<file path="src/fmr_pkg.sv">
// shared types and constants for the floor match remove table
package fmr_pkg;

	localparam int unsigned VAL_W = 32;

	// request opcodes
	localparam logic OP_INSERT = 1'b0;
	localparam logic OP_QUERY  = 1'b1;

	// response status codes
	localparam logic [1:0] ST_MATCH    = 2'd0;
	localparam logic [1:0] ST_NOMATCH  = 2'd1;
	localparam logic [1:0] ST_INSERTED = 2'd2;
	localparam logic [1:0] ST_FULL     = 2'd3;

	typedef enum logic [1:0] {
		S_IDLE,
		S_SCAN,
		S_RESP
	} state_t;

endpackage

</file>
<file path="src/fmr_ctrl.sv">
// sequencer: insert, linear floor scan, remove by moving the last entry, response register
module fmr_ctrl #(
	parameter int unsigned CAPACITY = 256
) (
	input  logic                            clk,
	input  logic                            arst_n,
	input  logic                            req_valid,
	output logic                            req_ready,
	input  logic                            opcode,
	input  logic [fmr_pkg::VAL_W-1:0]       value,
	output logic                            rsp_valid,
	input  logic                            rsp_ready,
	output logic [1:0]                      status,
	output logic [fmr_pkg::VAL_W-1:0]       matched_value,
	output logic                            wr_en,
	output logic [$clog2(CAPACITY)-1:0]     wr_addr,
	output logic [fmr_pkg::VAL_W-1:0]       wr_data,
	output logic                            rd_en,
	output logic [$clog2(CAPACITY)-1:0]     rd_addr,
	input  logic [fmr_pkg::VAL_W-1:0]       rd_data
);
	import fmr_pkg::*;

	localparam int unsigned AW = $clog2(CAPACITY);
	localparam int unsigned CW = $clog2(CAPACITY + 1);

	state_t          state_q, state_d;
	logic [CW-1:0]   count_q;
	logic [CW-1:0]   rd_idx_q;
	logic [CW-1:0]   cmp_idx_q;
	logic            found_q;
	logic [AW-1:0]   best_idx_q;
	logic [VAL_W-1:0] best_val_q;
	logic [VAL_W-1:0] val_q;
	logic [1:0]      res_status_q;
	logic [VAL_W-1:0] res_value_q;
	logic            rsp_valid_q;
	logic [1:0]      rsp_status_q;
	logic [VAL_W-1:0] rsp_value_q;

	logic            full;
	logic            hit;
	logic            found_n;
	logic [AW-1:0]   best_idx_n;
	logic [VAL_W-1:0] best_val_n;
	logic            accept;
	logic            scan_last;
	logic            count_inc;
	logic            count_dec;
	logic            rsp_load;

	// candidate tracking for the floor search
	assign full       = (count_q == CW'(CAPACITY));
	assign hit        = (rd_data <= val_q) && (!found_q || (rd_data > best_val_q));
	assign found_n    = found_q | hit;
	assign best_idx_n = hit ? cmp_idx_q[AW-1:0] : best_idx_q;
	assign best_val_n = hit ? rd_data : best_val_q;

	// next state and memory control
	always_comb begin
		state_d   = state_q;
		req_ready = 1'b0;
		accept    = 1'b0;
		rd_en     = 1'b0;
		rd_addr   = rd_idx_q[AW-1:0];
		wr_en     = 1'b0;
		wr_addr   = count_q[AW-1:0];
		wr_data   = value;
		scan_last = 1'b0;
		count_inc = 1'b0;
		count_dec = 1'b0;
		rsp_load  = 1'b0;
		case (state_q)
			S_IDLE: begin
				req_ready = 1'b1;
				if (req_valid) begin
					accept = 1'b1;
					if (opcode == OP_INSERT) begin
						state_d = S_RESP;
						if (!full) begin
							wr_en     = 1'b1;
							count_inc = 1'b1;
						end
					end else if (count_q != '0) begin
						rd_en   = 1'b1;
						rd_addr = '0;
						state_d = S_SCAN;
					end else begin
						state_d = S_RESP;
					end
				end
			end
			S_SCAN: begin
				rd_en     = (rd_idx_q < count_q);
				scan_last = ((cmp_idx_q + CW'(1)) == count_q);
				if (scan_last) begin
					state_d = S_RESP;
					// fill the freed slot with the last entry
					if (found_n) begin
						wr_en     = 1'b1;
						wr_addr   = best_idx_n;
						wr_data   = rd_data;
						count_dec = 1'b1;
					end
				end
			end
			S_RESP: begin
				if (!rsp_valid_q || rsp_ready) begin
					rsp_load = 1'b1;
					state_d  = S_IDLE;
				end
			end
			default: begin
				state_d = S_IDLE;
			end
		endcase
	end

	// state register
	always_ff @(posedge clk or negedge arst_n) begin
		if (!arst_n) begin
			state_q <= S_IDLE;
		end else begin
			state_q <= state_d;
		end
	end

	// control registers
	always_ff @(posedge clk or negedge arst_n) begin
		if (!arst_n) begin
			count_q     <= '0;
			found_q     <= 1'b0;
			rsp_valid_q <= 1'b0;
		end else begin
			if (count_inc) begin
				count_q <= count_q + CW'(1);
			end else if (count_dec) begin
				count_q <= count_q - CW'(1);
			end
			if (accept) begin
				found_q <= 1'b0;
			end else if (state_q == S_SCAN) begin
				found_q <= found_n;
			end
			if (rsp_load) begin
				rsp_valid_q <= 1'b1;
			end else if (rsp_ready) begin
				rsp_valid_q <= 1'b0;
			end
		end
	end

	// request, scan and result payload
	always_ff @(posedge clk) begin
		if (accept) begin
			val_q       <= value;
			rd_idx_q    <= CW'(1);
			cmp_idx_q   <= '0;
			res_value_q <= '0;
			if (opcode == OP_INSERT) begin
				res_status_q <= full ? ST_FULL : ST_INSERTED;
			end else begin
				res_status_q <= ST_NOMATCH;
			end
		end else if (state_q == S_SCAN) begin
			if (rd_en) begin
				rd_idx_q <= rd_idx_q + CW'(1);
			end
			cmp_idx_q  <= cmp_idx_q + CW'(1);
			best_idx_q <= best_idx_n;
			best_val_q <= best_val_n;
			if (scan_last && found_n) begin
				res_status_q <= ST_MATCH;
				res_value_q  <= best_val_n;
			end
		end
		if (rsp_load) begin
			rsp_status_q <= res_status_q;
			rsp_value_q  <= res_value_q;
		end
	end

	assign rsp_valid     = rsp_valid_q;
	assign status        = rsp_status_q;
	assign matched_value = rsp_value_q;

endmodule

</file>
<file path="config.mk">
export PLATFORM = sky130hd
export DESIGN_NAME = fmr_ctrl
export DESIGN_NICKNAME = d
export VERILOG_FILES = /design/src/fmr_pkg.sv /design/src/fmr_ctrl.sv
export SDC_FILE = /design/constraint.sdc
export NUM_CORES = 1
export LEC_CHECK = 0
export BUFFER_PORTS_ARGS = -buffer_cell sky130_fd_sc_hd__clkbuf_2
export CORE_MARGIN = 5
export CORE_UTILIZATION = 45
export DETAILED_ROUTE_END_ITERATION = 8
export GPL_TIMING_DRIVEN = 0
export HOLD_SLACK_MARGIN = 0.1
export PLACE_DENSITY = 0.72
export SETUP_SLACK_MARGIN = 0.3
export SYNTH_ARGS = -nofsm -noshare
export SYNTH_HDL_FRONTEND = slang
export SYNTH_SLANG_ARGS = --single-unit
export TNS_END_PERCENT = 5
</file>
<file path="constraint.sdc">
create_clock -name clk -period 2.96 [get_ports clk]
set_input_delay 0.444 -clock clk [delete_from_list [all_inputs] [get_ports clk]]
set_output_delay 0.444 -clock clk [all_outputs]
set_load 0.005 [all_outputs]
</file>
==> results.sh, run 1 <==
export IMPL_unrepaired_setup_endpoints_after_global_routing="true"
export IMPL_worstSkewPairLatency_ps=440
export IMPL_asyncSetResetFlopFracSynth=0.07602
export IMPL_dp_hpwl_um=20860
export IMPL_die_w_um=157.3
export IMPL_worst_slew_pin_slew_ps=682.6
export IMPL_static_leakage_power_uw=0.005240
export IMPL_post_synth_cell_area_avg_sq_um=9.917
export IMPL_number_of_enable_flip_flop_cells_after_synthesis=108
export IMPL_clk_root_buffer_cell="sky130_fd_sc_hd__clkbuf_16"
export IMPL_relSlewSlack=0.5401
export IMPL_numClockSinks=171
export IMPL_layout_drive_gt1_share=0.3394
export IMPL_synth_cell_types=59
export IMPL_grt_antenna_before_repair=0
export IMPL_effective_utilization_at_floorplan=0.4518
export IMPL_core_region_area_sq_um=21620
export IMPL_die_height_um=157.3
export IMPL_vias=8943
export IMPL_dpl_ws_ps=-1171
export IMPL_gp_congestion=0.9344
export IMPL_detail_route_wl_per_cell_um=20.38
export IMPL_drv_max_cap_violation_count=0
export IMPL_end_kind="output pin"
export IMPL_fillers=1735
export IMPL_grt_total_usage=0.2371
export IMPL_tns_ps=-28760
export IMPL_synth_seq_cells=171
export IMPL_clock_path_buffers=2
export IMPL_timing_final_crit_share=1.246
export IMPL_grt_pass1_vias=8412
export IMPL_finClkSkew_ps=9.345
export IMPL_final_common_cell="sky130_fd_sc_hd__clkbuf_2"
export IMPL_critPathKind="reg -> out"
export IMPL_vdd_ir_drop_worst_mv=0.5650
export IMPL_initialDrtViolationCount=909
export IMPL_cts_tree="built"
export IMPL_routed_wl_um=30210
export IMPL_hold_path_class="in -> reg"
export IMPL_failed_checks="setup timing"
export IMPL_result_of_the_run="finished, violations left"
export IMPL_htreeDepth=4
export IMPL_io_pins=155
export IMPL_cts_made_buffers=17
export IMPL_grt_overflow=0
export IMPL_fin_ws_ps=-727.1
export IMPL_critPathMaxFanout=9
export IMPL_global_route_wire_length_before_repair_um=46020
export IMPL_syn_cell_area_sq_um=9768
export IMPL_areaGrowthSynthToFinish_pct=32.80
export IMPL_worst_ep_required_time_ps=2520
export IMPL_remaining_design_rule_violation_count=0
export IMPL_synth_seq_area_share=0.4678
export IMPL_postRouteAntennaNets=0
export IMPL_period_minus_slack_ps=3687
export IMPL_routed_via_count_divided_by_cell_count=6.034
export IMPL_floorplan_rows=54
export IMPL_drtPass1Iterations=6
export IMPL_die_area_sq_um=24750
export IMPL_fin_hold_ws_ps=194.6
export IMPL_finalHoldViolCount=0
export IMPL_crit_path_start_kind="flop"
export IMPL_syn_inst=985
export IMPL_fmax_mhz=271.2
export IMPL_buffer_ports_inserted=154
export IMPL_dominantRegCellSynth="sky130_fd_sc_hd__edfxtp_1"
export IMPL_finalMaxSlewViolations=0
export IMPL_worst_setup_hold_path_clk_slew_ps=70
export IMPL_grt_start_max_net_pins=50
export IMPL_cellPowerDensity_nw_per_um2=875.7
export IMPL_antenna_cells=0
export IMPL_nNetsFinal=1340
export IMPL_syn_num_nets=1136
export IMPL_layout_cells_most_common_list="sky130_fd_sc_hd__clkbuf_2, sky130_fd_sc_hd__edfxtp_1, sky130_fd_sc_hd__nand2_1"
export IMPL_setup_viol_count_final=51
export IMPL_cp_data_arrival_time_ps=3240
export IMPL_yosysWarningCount=0
-- worst paths after layout --
kind | start | to | slack [ps] | cells after the start
min in group asynchronous | arst_n | count_q[3] | 460 | 2
worst min-delay path | value[26] | val_q[26] | 190 | 1
worst max-delay path | val_q[17] | wr_data[17] | -730 | 13
worst min register to register | res_status_q[0] | status[0] | 430 | 0
max in group asynchronous | arst_n | count_q[8] | 2180 | 2
worst max register to register | best_val_q[25] | best_val_q[0] | -150 | 13
-- cell type report --
class,instances,area (sq um),share of cell area
Buffer,63,560.5,0.04321
Timing Repair Buffer,185,1092,0.08420
Sequential cell,171,4589,0.3538
Inverter,81,311.5,0.02402
Multi-Input combinational cell,670,5469,0.4216
Clock buffer,18,439.2,0.03385
Clock inverter,14,160.2,0.01235
Tap cell,280,350.3,0.02701
-- sequential cells by signal, summed over array words and instances (netlist names) --
register       count
best_idx_q         8
best_val_q        32
cmp_idx_q          9
count_q            9
found_q            1
matched_value     32
rd_idx_q           9
res_status_q       2
res_value_q       32
rsp_valid          1
state_q            2
status             2
val_q             32
-- report_power, final --
group	switching [uW]	internal (uW)	total (uW)
clock network	1010	1280	2290
registers	460	3330	3790
logic	3190	2090	5270
total	4660	6700	11400
-- metrics by stage --
| stage | total power (uW) | area [sq um] | util | instances |
|---|---|---|---|---|
| floorplan | 6550 | 10100 | - | 985 |
| global placement | 7806 | 11220 | 0.5192 | 1419 |
| detailed placement | 7969 | 11270 | 0.5214 | 1421 |
| CTS | 11010 | 12690 | 0.5870 | 1471 |
| global route | 11990 | 12970 | 0.6000 | 1482 |
| finish | 11360 | 12970 | 0.6000 | 1482 |
-- timing repair --
action / CTS / global route
cloned: 1 / 1
endpoints found under the setup margin: 170 / 128
hold buffers: 1 / 0
buffers inserted: 16 / 10
pin swaps: 54 / 37
gates resized for setup: 149 / 53
endpoints found under the hold margin: 13 / 0
-- kinds of logic after synthesis --
family | after synthesis | share of synthesized area
adder cells (fa/ha/maj) | 82 | 0.1058
multiplexers | 42 | 0.04765
flip-flops | 171 | 0.4678
XOR/XNOR | 23 | 0.02062
AO/OA/AOI/OAI | 215 | 0.1400
buffers and inverters | 144 | 0.05777
AND/OR/NAND/NOR | 308 | 0.1604
-- per-layer routing --
metal | track usage | share of wire
met5 | 0 | 0
met4 | 0.08644 | 0.033
met3 | 0.05692 | 0.097
met2 | 0.3818 | 0.46
met1 | 0.3122 | 0.41
-- worst max-delay path: stages, from the launching register on --
cell and delay, ps:
sky130_fd_sc_hd__edfxtp_1 320, sky130_fd_sc_hd__inv_1 60, sky130_fd_sc_hd__ha_4 270, sky130_fd_sc_hd__nand4_1 220, sky130_fd_sc_hd__nor4_4 440, sky130_fd_sc_hd__buf_4 210, sky130_fd_sc_hd__nand2b_4 60, sky130_fd_sc_hd__a31oi_4 240
sky130_fd_sc_hd__o21a_4 180, sky130_fd_sc_hd__nor3_4 40, sky130_fd_sc_hd__buf_12 170, sky130_fd_sc_hd__clkbuf_16 170, sky130_fd_sc_hd__mux2_4 290, sky130_fd_sc_hd__clkbuf_2 120
-- synthesized netlist by cell type (5+ instances only) --
cell / n / area, sq um
sky130_fd_sc_hd__ha_1: 81 / 1013
sky130_fd_sc_hd__xor2_1: 7 / 61.31
sky130_fd_sc_hd__nand2b_1: 6 / 37.54
sky130_fd_sc_hd__o221ai_1: 16 / 140.1
sky130_fd_sc_hd__nor4_1: 7 / 43.79
sky130_fd_sc_hd__xnor2_1: 16 / 140.1
sky130_fd_sc_hd__clkbuf_1: 49 / 183.9
sky130_fd_sc_hd__o211ai_1: 18 / 135.1
sky130_fd_sc_hd__or3_1: 9 / 56.30
sky130_fd_sc_hd__dfxtp_1: 50 / 1001
sky130_fd_sc_hd__mux2_2: 36 / 405.4
sky130_fd_sc_hd__a21o_1: 5 / 37.54
sky130_fd_sc_hd__o2111ai_1: 15 / 131.4
sky130_fd_sc_hd__mux2i_1: 6 / 60.06
sky130_fd_sc_hd__a21oi_1: 50 / 250.2
sky130_fd_sc_hd__a31oi_1: 12 / 75.07
sky130_fd_sc_hd__nor3_1: 6 / 30.03
sky130_fd_sc_hd__nand3_1: 56 / 280.3
sky130_fd_sc_hd__and2_1: 10 / 62.56
sky130_fd_sc_hd__o21ai_0: 65 / 325.3
sky130_fd_sc_hd__nand2_1: 84 / 315.3
sky130_fd_sc_hd__dfrtp_1: 13 / 325.3
sky130_fd_sc_hd__nand4_1: 54 / 337.8
sky130_fd_sc_hd__inv_1: 81 / 304.0
sky130_fd_sc_hd__buf_2: 10 / 50.05
sky130_fd_sc_hd__or4_1: 17 / 127.6
sky130_fd_sc_hd__nor2_1: 45 / 168.9
sky130_fd_sc_hd__o21a_1: 7 / 52.55
sky130_fd_sc_hd__edfxtp_1: 108 / 3243
(Power assumes the default switching activity.)
==> run 2: changes to the inputs <==
--- a/config.mk
+++ b/config.mk
@@ -12,7 +12,7 @@
 export GPL_TIMING_DRIVEN = 0
 export HOLD_SLACK_MARGIN = 0.1
 export PLACE_DENSITY = 0.72
-export SETUP_SLACK_MARGIN = 0.3
+export SETUP_SLACK_MARGIN = 0.4
 export SYNTH_ARGS = -nofsm -noshare
 export SYNTH_HDL_FRONTEND = slang
 export SYNTH_SLANG_ARGS = --single-unit
==> results.sh, run 2 (synthesis results as in run 1) <==
export IMPL_finalHoldViolCount=0
export IMPL_floorplan_rows=54
export IMPL_grt_pass1_vias=8562
export IMPL_grt_start_max_net_pins=50
export IMPL_routed_wl_um=29710
export IMPL_seq_power_share=0.339
export IMPL_fin_ws_ps=-774.2
export IMPL_timing_final_crit_share=1.262
export IMPL_power_share_combinational=0.442
export IMPL_finalPower_uw=11170
export IMPL_end_kind="output pin"
export IMPL_htreeDepth=4
export IMPL_crit_chain="inv_1, ha_1, nand4_1, nor4_4, and2_4, a21oi_4, o21a_4, nor3_4, buf_12, buf_12, mux2_4, clkbuf_2"
export IMPL_cell_internal_pwr_uw=6726
export IMPL_layout_drive_gt1_share=0.3157
export IMPL_critPathMostFrequentCell="sky130_fd_sc_hd__buf_12"
export IMPL_die_height_um=157.3
export IMPL_hold_path_class="in -> reg"
export IMPL_grt_total_usage=0.2358
export IMPL_core_region_area_sq_um=21620
export IMPL_failed_checks="setup timing"
export IMPL_worst_ep_required_time_ps=2520
export IMPL_gp_congestion=0.9136
export IMPL_clock_path_buffers=2
export IMPL_vias=8723
export IMPL_detail_route_wl_per_cell_um=20.24
export IMPL_clkPwrFrac=0.219
export IMPL_cts_made_buffers=17
export IMPL_numClockSinks=171
export IMPL_global_route_wire_length_before_repair_um=45690
export IMPL_die_w_um=157.3
export IMPL_result_of_the_run="finished, violations left"
export IMPL_postRouteAntennaNets=0
export IMPL_critPathSlowestCell="sky130_fd_sc_hd__nor4_4"
export IMPL_drv_max_cap_violation_count=0
export IMPL_drtPass1Iterations=5
export IMPL_areaGrowthSynthToFinish_pct=30.45
export IMPL_worst_setup_hold_path_clk_slew_ps=60
export IMPL_tns_ps=-30920
export IMPL_unrepaired_setup_endpoints_after_global_routing="true"
export IMPL_nNetsFinal=1326
export IMPL_critical_path_buf_inv_count=4
export IMPL_finalCoreUtilization=0.5894
export IMPL_critPathKind="reg -> out"
export IMPL_finalMaxSlewViolations=0
export IMPL_cts_tree="built"
export IMPL_static_leakage_power_uw=0.005159
export IMPL_grt_antenna_before_repair=0
export IMPL_relSlewSlack=0.5297
export IMPL_final_common_cell="sky130_fd_sc_hd__clkbuf_2"
export IMPL_cpPeakStageDelay_ps=420
export IMPL_finClkSkew_ps=12.90
export IMPL_vdd_ir_drop_worst_mv=0.5313
export IMPL_kind_of_cell_adding_the_most_delay_to_the_critical_path="simple AND/OR/NAND/NOR gates"
export IMPL_io_pins=155
export IMPL_clk_root_buffer_cell="sky130_fd_sc_hd__clkbuf_16"
export IMPL_worstSkewPairLatency_ps=430
export IMPL_cp_data_arrival_time_ps=3290
export IMPL_dp_hpwl_um=21130
export IMPL_fmax_mhz=267.8
export IMPL_netSwitchingFraction=0.3979
export IMPL_period_minus_slack_ps=3734
export IMPL_fillers=1780
export IMPL_crit_path_start_kind="flop"
export IMPL_layout_cells_most_common_list="sky130_fd_sc_hd__clkbuf_2, sky130_fd_sc_hd__edfxtp_1, sky130_fd_sc_hd__nand2_1"
export IMPL_critPathMaxFanout=10
export IMPL_antenna_cells=0
export IMPL_buffer_ports_inserted=154
export IMPL_cellPowerDensity_nw_per_um2=876.8
export IMPL_remaining_design_rule_violation_count=0
export IMPL_fin_hold_ws_ps=201.0
export IMPL_routed_via_count_divided_by_cell_count=5.942
export IMPL_die_area_sq_um=24750
export IMPL_grt_overflow=0
export IMPL_effective_utilization_at_floorplan=0.4518
export IMPL_initialDrtViolationCount=817
export IMPL_setup_viol_count_final=47
export IMPL_worst_slew_pin_slew_ps=705.4
export IMPL_p_sw_uw=4446
[run 2: power groups by stage]
stage | Combinational, uW | Sequential, uW | Clock [uW]
after floorplan | 2900 | 3670 | 0
after global placement | 4060 | 3780 | 0
after detailed placement | 4210 | 3790 | 0
after CTS | 4710 | 3770 | 2470
after global routing | 5380 | 3850 | 2570
final | 4940 | 3790 | 2450
[run 2: repair_timing]
action                                  CTS  global route
buffers inserted                          8             5
pin swaps                                28            13
resized for setup                       116            48
cloned                                    1             0
hold endpoints to repair                 13             0
endpoints found under the setup margin  172           174
hold buffers                              1             0
[run 2: worst register-to-register path, delay by kind of cell (launching register included)]
kind                     cells  cell delay [ps]
multiplexers                 1              340
AND/OR/NAND/NOR              5             1360
AO/OA/AOI/OAI                1               60
buffers and inverters        4              470
flip-flops                   1              320
adder cells (fa/ha/maj)      1              280
[run 2: metal layers]
layer / wire, um / global-route usage
met3: 2371 / 0.04207
met2: 14110 / 0.3845
met1: 12240 / 0.3144
met4: 986 / 0.08931
met5: 0 / 0
[run 2: metrics by stage]
step | setup slack (ps) | cell area, sq um | cells
final | -774.2 | 12740 | 1468
after global routing | -934.2 | 12740 | 1468
after CTS | -794.4 | 12560 | 1463
after detailed placement | -1337 | 11290 | 1421
after global placement | -1272 | 11240 | 1419
after floorplan | 128.1 | 10120 | 985
[run 2: path summary, 6_finish.rpt]
path / endpoint / depth (start not counted) / slack, ps / startpoint
setup / recovery: wr_data[1] / 12 / -770 / val_q[26]
hold / removal: val_q[25] / 1 / 200 / value[25]
setup reg to reg: best_val_q[0] / 12 / -120 / val_q[26]
hold reg to reg: matched_value[8] / 0 / 430 / res_value_q[8]
max in group asynchronous: count_q[6] / 2 / 2180 / arst_n
min in group asynchronous: count_q[3] / 2 / 470 / arst_n
[run 2: layout make-up]
class	instances	area [sq um]	area share
clock buffers	19	452.9	0.03555
flip-flops and latches	171	4588	0.3601
repair buffers	171	965.9	0.07581
multi-input cells	670	5345	0.4195
inverters	81	311.5	0.02445
well taps	280	350.3	0.02749
plain buffers	63	540.5	0.04242
clock inverters	13	187.7	0.01473
